File: src/rtl/core/xoroshiro128p_bounded_draw_defines.svh
// assertion macros shared by the draw block
`ifndef XOROSHIRO128P_BOUNDED_DRAW_DEFINES_SVH
`define XOROSHIRO128P_BOUNDED_DRAW_DEFINES_SVH

// property that must hold at every clock edge out of reset
`define XBD_ASSERT(label, prop, msg) \
  label: assert property (@(posedge clk) disable iff (!rst_n) (prop)) else $error(msg);

// implication checked in the cycle after the trigger
`define XBD_ASSERT_NEXT(label, trig, prop, msg) \
  label: assert property (@(posedge clk) disable iff (!rst_n) (trig) |=> (prop)) \
    else $error(msg);

`endif

File: src/rtl/core/xbd_pkg.sv
package xbd_pkg;

  // rotation and shift amounts of the generator step
  localparam int unsigned ROT_A   = 24;
  localparam int unsigned ROT_B   = 37;
  localparam int unsigned SHIFT_C = 16;

  // reset value of the second state word
  localparam logic [63:0] WORD_B_RESET = 64'h82A2_B175_229D_6A5B;

  // input command codes
  typedef enum logic [1:0] {
    CMD_SEED = 2'd0,
    CMD_DRAW = 2'd1,
    CMD_RAW  = 2'd2
  } cmd_e_t;

  // result status codes
  typedef enum logic [1:0] {
    ST_VALID  = 2'd0,
    ST_SEEDED = 2'd1,
    ST_REJECT = 2'd2
  } status_t;

  // controller states
  typedef enum logic {
    S_IDLE = 1'b0,
    S_EXEC = 1'b1
  } fsm_state_t;

  // controller to datapath
  typedef struct packed {
    logic capture;   // take the input transfer
    logic step;      // advance the generator once
    logic out_load;  // write the result register
  } ctrl_cmd_t;

  // datapath to controller
  typedef struct packed {
    cmd_e_t cmd;
    logic   bound_zero;
    logic   draw_ok;
  } dp_stat_t;

endpackage

File: src/rtl/core/xbd_datapath.sv
module xbd_datapath (
  input  logic                clk,
  input  logic                rst_n,
  input  xbd_pkg::ctrl_cmd_t  ctrl,
  output xbd_pkg::dp_stat_t   stat,
  input  logic [1:0]          in_command,
  input  logic [63:0]         in_seed_first,
  input  logic [63:0]         in_seed_second,
  input  logic [31:0]         in_bound,
  output logic [63:0]         out_value,
  output logic [1:0]          out_status
);
  import xbd_pkg::*;

  logic [63:0] word_a_r, word_a_nxt;
  logic [63:0] word_b_r, word_b_nxt;
  cmd_e_t      cmd_r;
  logic [31:0] bound_r;
  logic [31:0] mask_r;
  logic [31:0] mask_nxt;
  logic [63:0] sum;
  logic [63:0] t;
  logic [31:0] masked;
  logic [63:0] value_r, value_nxt;
  status_t     status_r, status_nxt;

  // cover mask: every bit below the top set bit of bound minus one
  always_comb begin
    mask_nxt = in_bound - 32'd1;
    mask_nxt = mask_nxt | (mask_nxt >> 1);
    mask_nxt = mask_nxt | (mask_nxt >> 2);
    mask_nxt = mask_nxt | (mask_nxt >> 4);
    mask_nxt = mask_nxt | (mask_nxt >> 8);
    mask_nxt = mask_nxt | (mask_nxt >> 16);
  end

  // generator step
  assign sum    = word_a_r + word_b_r;
  assign t      = word_a_r ^ word_b_r;
  assign masked = sum[31:0] & mask_r;

  // state words: seed on capture, advance on step
  always_comb begin
    word_a_nxt = word_a_r;
    word_b_nxt = word_b_r;
    if (ctrl.capture && (in_command == CMD_SEED)) begin
      word_a_nxt = in_seed_first;
      word_b_nxt = in_seed_second;
    end else if (ctrl.step) begin
      word_a_nxt = {word_a_r[63-ROT_A:0], word_a_r[63:64-ROT_A]} ^ t ^ (t << SHIFT_C);
      word_b_nxt = {t[63-ROT_B:0], t[63:64-ROT_B]};
    end
  end

  always_ff @(posedge clk) begin
    if (!rst_n) begin
      word_a_r <= 64'd0;
      word_b_r <= WORD_B_RESET;
    end else begin
      word_a_r <= word_a_nxt;
      word_b_r <= word_b_nxt;
    end
  end

  // command capture
  always_ff @(posedge clk) begin
    if (ctrl.capture) begin
      cmd_r   <= cmd_e_t'(in_command);
      bound_r <= in_bound;
      mask_r  <= mask_nxt;
    end
  end

  assign stat.cmd        = cmd_r;
  assign stat.bound_zero = (bound_r == 32'd0);
  assign stat.draw_ok    = (masked < bound_r);

  // result selection
  always_comb begin
    value_nxt  = 64'd0;
    status_nxt = ST_REJECT;
    case (cmd_r)
      CMD_SEED: status_nxt = ST_SEEDED;
      CMD_RAW: begin
        value_nxt  = sum;
        status_nxt = ST_VALID;
      end
      CMD_DRAW: begin
        if (bound_r != 32'd0) begin
          value_nxt  = {32'd0, masked};
          status_nxt = ST_VALID;
        end
      end
      default: status_nxt = ST_REJECT;
    endcase
  end

  // result register
  always_ff @(posedge clk) begin
    if (ctrl.out_load) begin
      value_r  <= value_nxt;
      status_r <= status_nxt;
    end
  end

  assign out_value  = value_r;
  assign out_status = status_r;

endmodule

File: src/rtl/core/xbd_ctrl.sv
`include "xoroshiro128p_bounded_draw_defines.svh"

module xbd_ctrl (
  input  logic                clk,
  input  logic                rst_n,
  input  logic                in_tvalid,
  output logic                in_tready,
  output logic                out_tvalid,
  input  logic                out_tready,
  input  xbd_pkg::dp_stat_t   stat,
  output xbd_pkg::ctrl_cmd_t  ctrl
);
  import xbd_pkg::*;

  fsm_state_t state_r, state_nxt;
  logic       out_valid_r, out_valid_nxt;
  logic       out_free;

  // result register may be written when empty or being drained
  assign out_free = !out_valid_r || out_tready;

  // outputs
  always_comb begin
    in_tready     = 1'b0;
    ctrl.capture  = 1'b0;
    ctrl.step     = 1'b0;
    ctrl.out_load = 1'b0;
    case (state_r)
      S_IDLE: begin
        in_tready    = 1'b1;
        ctrl.capture = in_tvalid;
      end
      S_EXEC: begin
        if (out_free) begin
          case (stat.cmd)
            CMD_RAW: begin
              ctrl.step     = 1'b1;
              ctrl.out_load = 1'b1;
            end
            CMD_DRAW: begin
              if (stat.bound_zero) begin
                ctrl.out_load = 1'b1;
              end else begin
                ctrl.step     = 1'b1;
                ctrl.out_load = stat.draw_ok;
              end
            end
            default: ctrl.out_load = 1'b1;
          endcase
        end
      end
      default: in_tready = 1'b0;
    endcase
  end

  // next state
  always_comb begin
    state_nxt = state_r;
    case (state_r)
      S_IDLE: if (in_tvalid) state_nxt = S_EXEC;
      S_EXEC: if (ctrl.out_load) state_nxt = S_IDLE;
      default: state_nxt = S_IDLE;
    endcase
  end

  // result valid flag
  always_comb begin
    out_valid_nxt = out_valid_r;
    if (ctrl.out_load) begin
      out_valid_nxt = 1'b1;
    end else if (out_tready) begin
      out_valid_nxt = 1'b0;
    end
  end

  always_ff @(posedge clk) begin
    if (!rst_n) begin
      state_r     <= S_IDLE;
      out_valid_r <= 1'b0;
    end else begin
      state_r     <= state_nxt;
      out_valid_r <= out_valid_nxt;
    end
  end

  assign out_tvalid = out_valid_r;

  // checks
  `XBD_ASSERT(a_no_overwrite, !(ctrl.out_load && out_valid_r && !out_tready), "result overwritten")
  `XBD_ASSERT_NEXT(a_accept_exec, in_tvalid && in_tready, state_r == S_EXEC, "accept not executed")
  `XBD_ASSERT_NEXT(a_load_valid, ctrl.out_load, out_valid_r, "loaded result not shown")
  `XBD_ASSERT(a_capture_idle, !(ctrl.capture && (ctrl.step || ctrl.out_load)), "capture during exec")

endmodule

File: src/rtl/core/xoroshiro128p_bounded_draw.sv
// xoroshiro128+ generator with bounded integer draws by mask and reject.
// Input channel (in_*): one transfer per command. in_tuser carries the command
// (seed load, bounded draw, raw draw); in_tdata carries seed words and bound.
// Result channel (out_*): exactly one transfer per command. out_tdata is the
// drawn value (zero for seed and rejected commands), out_tuser the status.
// Timing: a command is taken in the idle state, then executes with one generator
// step per cycle while the output register is free. Seed and rejected commands
// write their result without a step, a raw draw with its step; a bounded draw
// steps until the masked value falls below the bound, each step passing with a
// chance over one half. The result is in the output register the cycle after the last step.
// The rate is set by the single generator step unit and by one command in
// flight at a time.
// Reset (rst_n low, synchronous): state word a clears, word b takes its fixed
// reset value, the output register empties.
// Receiver stall: a finished result waits in the output register; a new
// command is still accepted, and execution holds before writing its result
// until the waiting one has been transferred.
module xoroshiro128p_bounded_draw (
  input  logic         clk,
  input  logic         rst_n,
  input  logic         in_tvalid,
  output logic         in_tready,
  input  logic [159:0] in_tdata,   // seed_first[63:0], seed_second[127:64], bound[159:128]
  input  logic [1:0]   in_tuser,   // command[1:0]
  output logic         out_tvalid,
  input  logic         out_tready,
  output logic [63:0]  out_tdata,  // value[63:0]
  output logic [1:0]   out_tuser   // status[1:0]
);
  import xbd_pkg::*;

  ctrl_cmd_t ctrl;
  dp_stat_t  stat;

  xbd_ctrl u_ctrl (
    .clk        (clk),
    .rst_n      (rst_n),
    .in_tvalid  (in_tvalid),
    .in_tready  (in_tready),
    .out_tvalid (out_tvalid),
    .out_tready (out_tready),
    .stat       (stat),
    .ctrl       (ctrl)
  );

  xbd_datapath u_datapath (
    .clk            (clk),
    .rst_n          (rst_n),
    .ctrl           (ctrl),
    .stat           (stat),
    .in_command     (in_tuser),
    .in_seed_first  (in_tdata[63:0]),
    .in_seed_second (in_tdata[127:64]),
    .in_bound       (in_tdata[159:128]),
    .out_value      (out_tdata),
    .out_status     (out_tuser)
  );

endmodule
File: config.mk
export PLATFORM = sky130hd
export DESIGN_NAME = xoroshiro128p_bounded_draw
export DESIGN_NICKNAME = d
export VERILOG_FILES = /design/src/rtl/core/xbd_pkg.sv /design/src/rtl/core/xbd_datapath.sv /design/src/rtl/core/xbd_ctrl.sv /design/src/rtl/core/xoroshiro128p_bounded_draw.sv
export VERILOG_INCLUDE_DIRS = /design/src /design/src/rtl/core
export SDC_FILE = /design/constraint.sdc
export NUM_CORES = 1
export LEC_CHECK = 0
export BUFFER_PORTS_ARGS = -buffer_cell sky130_fd_sc_hd__buf_2
export CORE_ASPECT_RATIO = 1.4
export CORE_UTILIZATION = 59
export DETAILED_ROUTE_END_ITERATION = 10
export GPL_TIMING_DRIVEN = 0
export PLACE_DENSITY_LB_ADDON = 0.12
export SKIP_LAST_GASP = 1
export SYNTH_ARGS = -nofsm -noshare
export SYNTH_HDL_FRONTEND = slang
export SYNTH_SLANG_ARGS = --single-unit
File: constraint.sdc
create_clock -name clk -period 7.7 [get_ports clk]
set_input_delay 1.54 -clock clk [delete_from_list [all_inputs] [get_ports clk]]
set_output_delay 1.54 -clock clk [all_outputs]
set_load 0.005 [all_outputs]
Word level (Yosys, flattened, before mapping)
Index checks and enable logic that the tools add are counted.
{"block": "op_classes", "add_sub_neg": 2, "n_lt_le_gt_ge": 1, "eq_ne": 2, "muxes": 21, "bitwise": 10, "n_reduce_logical": 9}
{"operator": "2-to-1 mux 64 bit", "count": 4}
{"operator": "bitwise XOR 64 bit", "count": 3}
{"operator": "case mux 64 bit (2 select lines)", "count": 1}
{"operator": "adder 64 bit", "count": 1}
{"operator": "bitwise AND 32 bit", "count": 1}
{"operator": "zero test 32 bit", "count": 1}
{"operator": "< comparator 32 bit", "count": 1}
{"operator": "2-to-1 mux 32 bit", "count": 1}
{"operator": "OR 32 x 16 -> 32 bit", "count": 1}
{"operator": "OR 32 x 24 -> 32 bit", "count": 1}
{"operator": "OR 32 x 28 -> 32 bit", "count": 1}
{"operator": "OR 32 x 30 -> 32 bit", "count": 1}
{"operator": "OR 32 x 31 -> 32 bit", "count": 1}
{"operator": "nonzero test 32 bit", "count": 1}
{"operator": "subtractor 32 x 1 -> 32 bit (second input constant)", "count": 1}
{"operator": "2-to-1 mux 1 bit", "count": 9}
{"operator": "2-to-1 mux 2 bit", "count": 3}
{"operator": "case mux 2 bit (3 select lines)", "count": 1}
{"operator": "zero test 2 bit", "count": 2}
{"operator": "case mux 1 bit (2 select lines)", "count": 2}
{"operator": "nonzero test 2 bit", "count": 2}
{"operator": "equality test 2 x 1 -> 1 bit (second input constant)", "count": 1}
{"operator": "equality test 2 bit (second input constant)", "count": 1}
{"operator": "logical AND 1 bit", "count": 1}
{"operator": "other kinds (3)", "count": 3}
{"block": "word_totals", "regBits": 262, "output_inout_bits": 68, "elab_cells": 54}

Longest topological paths before layout
{"block": "logic_depth", "depth_word": 9, "ltp_mapped": 22, "depth_no_buf": 22}

Cells and area by module
Synthesis repeated with hierarchy kept, for this count alone.
{"block": "hier_totals", "cells_unflattened": 1944, "hier_area_um2": 17580.6}
{"module": "xbd_datapath", "n_inst": 1, "cells_per_inst": 1925, "area_each_um2": 17390.4}
{"module": "xbd_ctrl", "n_inst": 1, "cells_per_inst": 19, "area_each_um2": 190.2}

Least setup slack after synthesis
OpenSTA, ideal clock, no wires.
{"block": "synth_timing", "path_type": "register to register", "from": "reg u_datapath.word_a_r[2]", "to": "reg u_datapath.status_r[0] (netlist: u_datapath.out_status[0]) (enable)", "arrival_ns": 6.460, "required_time_ns": 7.210, "slack_ns": 0.750, "stages_incl_launch_ff": 22, "path_buffers": 1, "cell_sequence": "dfxtp_1 ha_1 clkbuf_1 o211ai_1 o21ai_0 nor2_1 nor3_1 o21a_1 nor2_1 xnor2_1 and2_1 ha_1 a21o_1 a21o_1 a21oi_1 o21ai_0 a21o_1 a21oi_1 o31ai_1 a211oi_1 nor2_1 nor2_1"}
{"element": "start: declaration", "line_no": "xbd_datapath.sv:15", "text": "logic [63:0] word_a_r, word_a_nxt;"}
{"element": "start signal: assignment", "line_no": "xbd_datapath.sv:60", "text": "word_a_r <= word_a_nxt;"}
{"element": "end signal: assignment", "line_no": "xbd_datapath.sv:102", "text": "status_r <= status_nxt;"}
{"element": "end: declaration", "line_no": "xbd_datapath.sv:25", "text": "status_t status_r, status_nxt;"}

==> parameters.txt <==
Parameter                              Value

Global route
  Initial antenna violation count ... 1
  Congestion Overflow GR ... 0
  First-pass GRT wire length ... 106000 um
  Number of global-route vias before repair ... 17388
  Tot GR Track Use ... 0.481
  Largest net degree at the start of global routing ... 52

Finish
  Area of the multi-input gates ... 9810 um^2
  Net count reported at finish ... 2555
  Area of all sequential standard cells ... 6570 um^2
  Count of filler cells inserted in the layout ... 2231
  Layout overhead on the synthesized area ... 14.9%
  Fraction of final layout cells with drive strength greater than 1 ... 0.137
  Post-route insts no fill ... 2684
  Final standard cell utilization of the core ... 0.693
  Number of diodes added for antenna fixing ... 0
  Post-route design area ... 19700 um^2

Drt
  Number of antenna-violating nets in the routed design ... 0
  Via-to-Cell Ratio ... 6.64
  DRT iter0 DRCs ... 1809
  First-pass iteration count of the detailed router ... 6
  Via count of the routed design ... 17822
  Total length of routed wires ... 72400 um
  Detailed-route wire length per cell ... 27.0 um
  Post-route DRC violation count ... 0

Synth
  Number of enable-type register cells in the synthesized netlist ... 132
  Count of synthesis-stage warnings from yosys ... 0
  Fraction of registers with async set/reset ... 0
  Mean post-synth cell area ... 8.49 um^2
  Post-synthesis instance total ... 2024
  Netlist area before placement ... 17200 um^2
  Number of distinct library cells after synthesis ... 78
  Number of storage elements in the synthesis netlist ... 262
  Synthesized netlist net count ... 2291
  Prevailing post-synth register cell ... edfxtp_1
  Share of the yosys chip area belonging to registers ... 0.382

Floorplan
  Initial standard-cell utilization of the core ... 0.603
  Count of boundary I/O pins ... 234
  Die ar. ... 29800 um^2
  Die Ht ... 204 um
  Floorplan Core Area ... 28500 um^2
  Width of the chip ... 146 um
  Site Rows ... 73

Setup path
  Worst R2R Path Depth ... 22
  Flop2flop setup slack ... 0.93 ns
  Capture point of the worst path ... u_datapath.out_value[48]
  Crit path depth ... 22
  Reg-to-reg endpoint ... u_datapath.out_value[48]
  Critical path cell sequence ... ha_1, clkbuf_1, o211ai_1, o21ai_0, o21ai_0, a211oi_1, nor2b_1, o21ai_0, xnor2_1, and2_1, ha_1, a21o_1, a21oi_1, nor2b_1, o21ai_0, nand2b_1, a21oi_1, o21ai_0, a211oi_1, nor2_1, nor2_4, buf_12
  Startpoint class of the critical path ... flop
  Master of the slowest instance on the critical path ... a211oi_1
  Critical path start-end classification ... flop to flop
  Top fanout value on the critical path ... 32
  CP endpoint kind ... flop
  Worst reg2reg startpoint ... u_datapath.word_a_r[2]
  Source of the critical timing path ... u_datapath.word_a_r[2]
  Critical path's top delay family ... compound AO/OA/AOI/OAI gates
  Combined buffer and inverter count along the critical path ... 2
  Req. time, crit path ... 7.96 ns
  Worst stage delay on the critical path ... 0.64 ns
  Arr. time, crit path ... 7.04 ns
  Cell repeated most along the worst path ... o21ai_0

Pwr
  Total power of the final layout ... 4.17 mW
  PwrDens ... 211 nW/um^2
  Standby leakage power ... 7.85 nW
  Maximum ir drop on the vdd rail ... 0.180 mV

Timing
  Max_slew headroom ... 0.0892
  Clock period minus final worst setup slack ... 6.77 ns
  Unrepaired setup endpoints after global routing ... false
  Finish-stage setup viols ... 0
  Slew Viols, Final ... 0
  Slew at the pin closest to its max-slew limit ... 1.36 ns
  Count of endpoints failing hold in the final timing report ... 0
  Fin crit share ... 0.880
  Highest attainable clock frequency ... 0.148 GHz
  Clock skew after layout ... 0.0198 ns

Run status
  Outcome ... finished clean

Clock network
  Count of H-tree levels built during CTS ... 1
  Clock-pin transition on the worst setup and hold timing paths ... 0.07 ns
  Clock sink count ... 262
  Maximum clock path buffer count ... 3
  Hold buffer count at cts ... 0
  Later-pin clock latency in the skew report ... 0.58 ns
  Number of buffers created by CTS ... 27
  Clock root cell ... clkbuf_16
  Clock tree from TritonCTS ... yes
  Count of buffers added by post-CTS timing repair for setup ... 0
  Number of gates resized after cts ... 0

Run
  # Max-Cap Violations ... 0

Place
  Post-DP HPWL ... 56200 um
  Placement Cell Area ... 18900 um^2
  Count of input and output buffers ... 232
  Placed Cells ... 2634
  Last weighted congestion value of the routability-driven placer ... 1.06

Min path
  Worst min path class ... flop to flop
[where the power goes]
group | internal, mW | total, mW | switching [mW]
Sequential | 1.57 | 1.66 | 0.0901
Combinational | 0.422 | 1.18 | 0.758
Clock | 0.713 | 1.33 | 0.617
Total | 2.70 | 4.17 | 1.46
[Yosys cell counts (all sizes together) (4+ instances only)]
master | count | share of area
a21boi | 4 | 0.0017
o21bai | 10 | 0.0044
a311oi | 78 | 0.040
dfxtp | 130 | 0.15
nor3b | 6 | 0.0026
and4 | 5 | 0.0025
inv | 66 | 0.014
o21ai | 108 | 0.031
edfxtp | 132 | 0.23
o31ai | 8 | 0.0035
nor4 | 19 | 0.0085
ha | 100 | 0.073
o21a | 7 | 0.0031
nor2 | 183 | 0.040
nand2 | 340 | 0.074
o221ai | 4 | 0.0024
nand3 | 45 | 0.013
or3 | 15 | 0.0063
nor2b | 14 | 0.0055
o22ai | 5 | 0.0018
nand3b | 4 | 0.0017
nor3 | 33 | 0.011
o211a | 18 | 0.010
or2 | 4 | 0.0015
and3 | 4 | 0.0015
nand4 | 33 | 0.013
a21oi | 121 | 0.035
xor2 | 16 | 0.0082
a31oi | 11 | 0.0040
clkbuf | 143 | 0.031
a21o | 49 | 0.021
o211ai | 34 | 0.015
a211oi | 13 | 0.0057
or4 | 5 | 0.0026
xnor2 | 172 | 0.088
nand2b | 12 | 0.0048
and2 | 30 | 0.011
buf | 5 | 0.0021
[metal layers]
| layer | global-route usage | vias up | wire, um |
|---|---|---|---|
| li1 | - | 7741 | - |
| met1 | 0.519 | 8284 | 23800 |
| met2 | 0.810 | 1404 | 33900 |
| met3 | 0.0884 | 391 | 7250 |
| met4 | 0.430 | 2 | 7440 |
| met5 | 0 | - | 9 |
[tightest hold or removal path, stage by stage, from the launching register on]
cell and delay, ns:
dfxtp_1 0.32, nand2_1 0.06, a311oi_1 0.08
[cell families after synthesis]
logic type / Yosys count / synth area share
AO/OA/AOI/OAI: 498 / 0.195
buffers and inverters: 214 / 0.0478
AND/OR/NAND/NOR: 761 / 0.205
flip-flops: 262 / 0.382
adder cells (fa/ha/maj): 101 / 0.0740
XOR/XNOR: 188 / 0.0958
[layout by cell type (no fill, tap or decap), types with 5 or more instances in the layout]
cell type	count
a21o_1	49
a31oi_1	11
nand2_1	340
xor2_1	16
nor3_1	30
nor4_1	16
xnor2_1	172
nand2b_1	11
nor2_1	182
dfxtp_1	130
and2_1	30
nor3b_1	6
a311oi_1	78
and4_1	5
o22ai_1	5
nor2b_1	13
edfxtp_1	132
ha_1	100
o21bai_1	10
o211ai_1	34
nand3_1	45
o21a_1	7
or3_1	12
nand4_1	31
clkbuf_16	27
inv_1	63
a211oi_1	13
clkbuf_1	143
buf_2	234
clkinvlp_2	5
o21ai_0	106
o31ai_1	8
o211a_1	18
clkinv_1	5
a21oi_1	120
[sequential cells by signal, indices dropped and copies added (netlist names)]
name	count
u_ctrl.out_tvalid	1
u_ctrl.state_r	1
u_datapath.bound_r	32
u_datapath.cmd_r	2
u_datapath.mask_r	32
u_datapath.out_status	2
u_datapath.out_value	64
u_datapath.word_a_r	64
u_datapath.word_b_r	64
[metrics by stage]
step                hold WS, ns  setup WS, ns  setup TNS, ns
floorplan                 0.463         0.750              0
global placement          0.474         -1.81        -119.35
detailed placement        0.481          1.44              0
CTS                       0.496          1.37              0
global route              0.514         0.780              0
finish                    0.499         0.927              0
[cell type report]
type / instances / area share
clock inverters: 23 / 0.00944
flip-flops and latches: 262 / 0.332
inverters: 66 / 0.0125
multi-input cells: 1548 / 0.497
well taps: 375 / 0.0238
plain buffers: 148 / 0.0290
clock buffers: 27 / 0.0342
repair buffers: 235 / 0.0618
[worst min path at each step]
| stage | end | depth (start not counted) | from | slack [ns] |
|---|---|---|---|---|
| global placement | u_datapath.word_b_r[52] | 2 | u_datapath.word_b_r[52] | 0.47 |
| global route | u_datapath.word_b_r[54] | 2 | u_datapath.word_b_r[54] | 0.51 |
| CTS | u_datapath.word_b_r[52] | 2 | u_datapath.word_b_r[52] | 0.50 |
| floorplan | u_datapath.word_b_r[10] | 2 | u_datapath.word_b_r[10] | 0.46 |
| finish | u_datapath.word_b_r[52] | 2 | u_datapath.word_b_r[52] | 0.50 |
| detailed placement | u_datapath.word_b_r[52] | 2 | u_datapath.word_b_r[52] | 0.48 |
(Power assumes the default switching activity.)
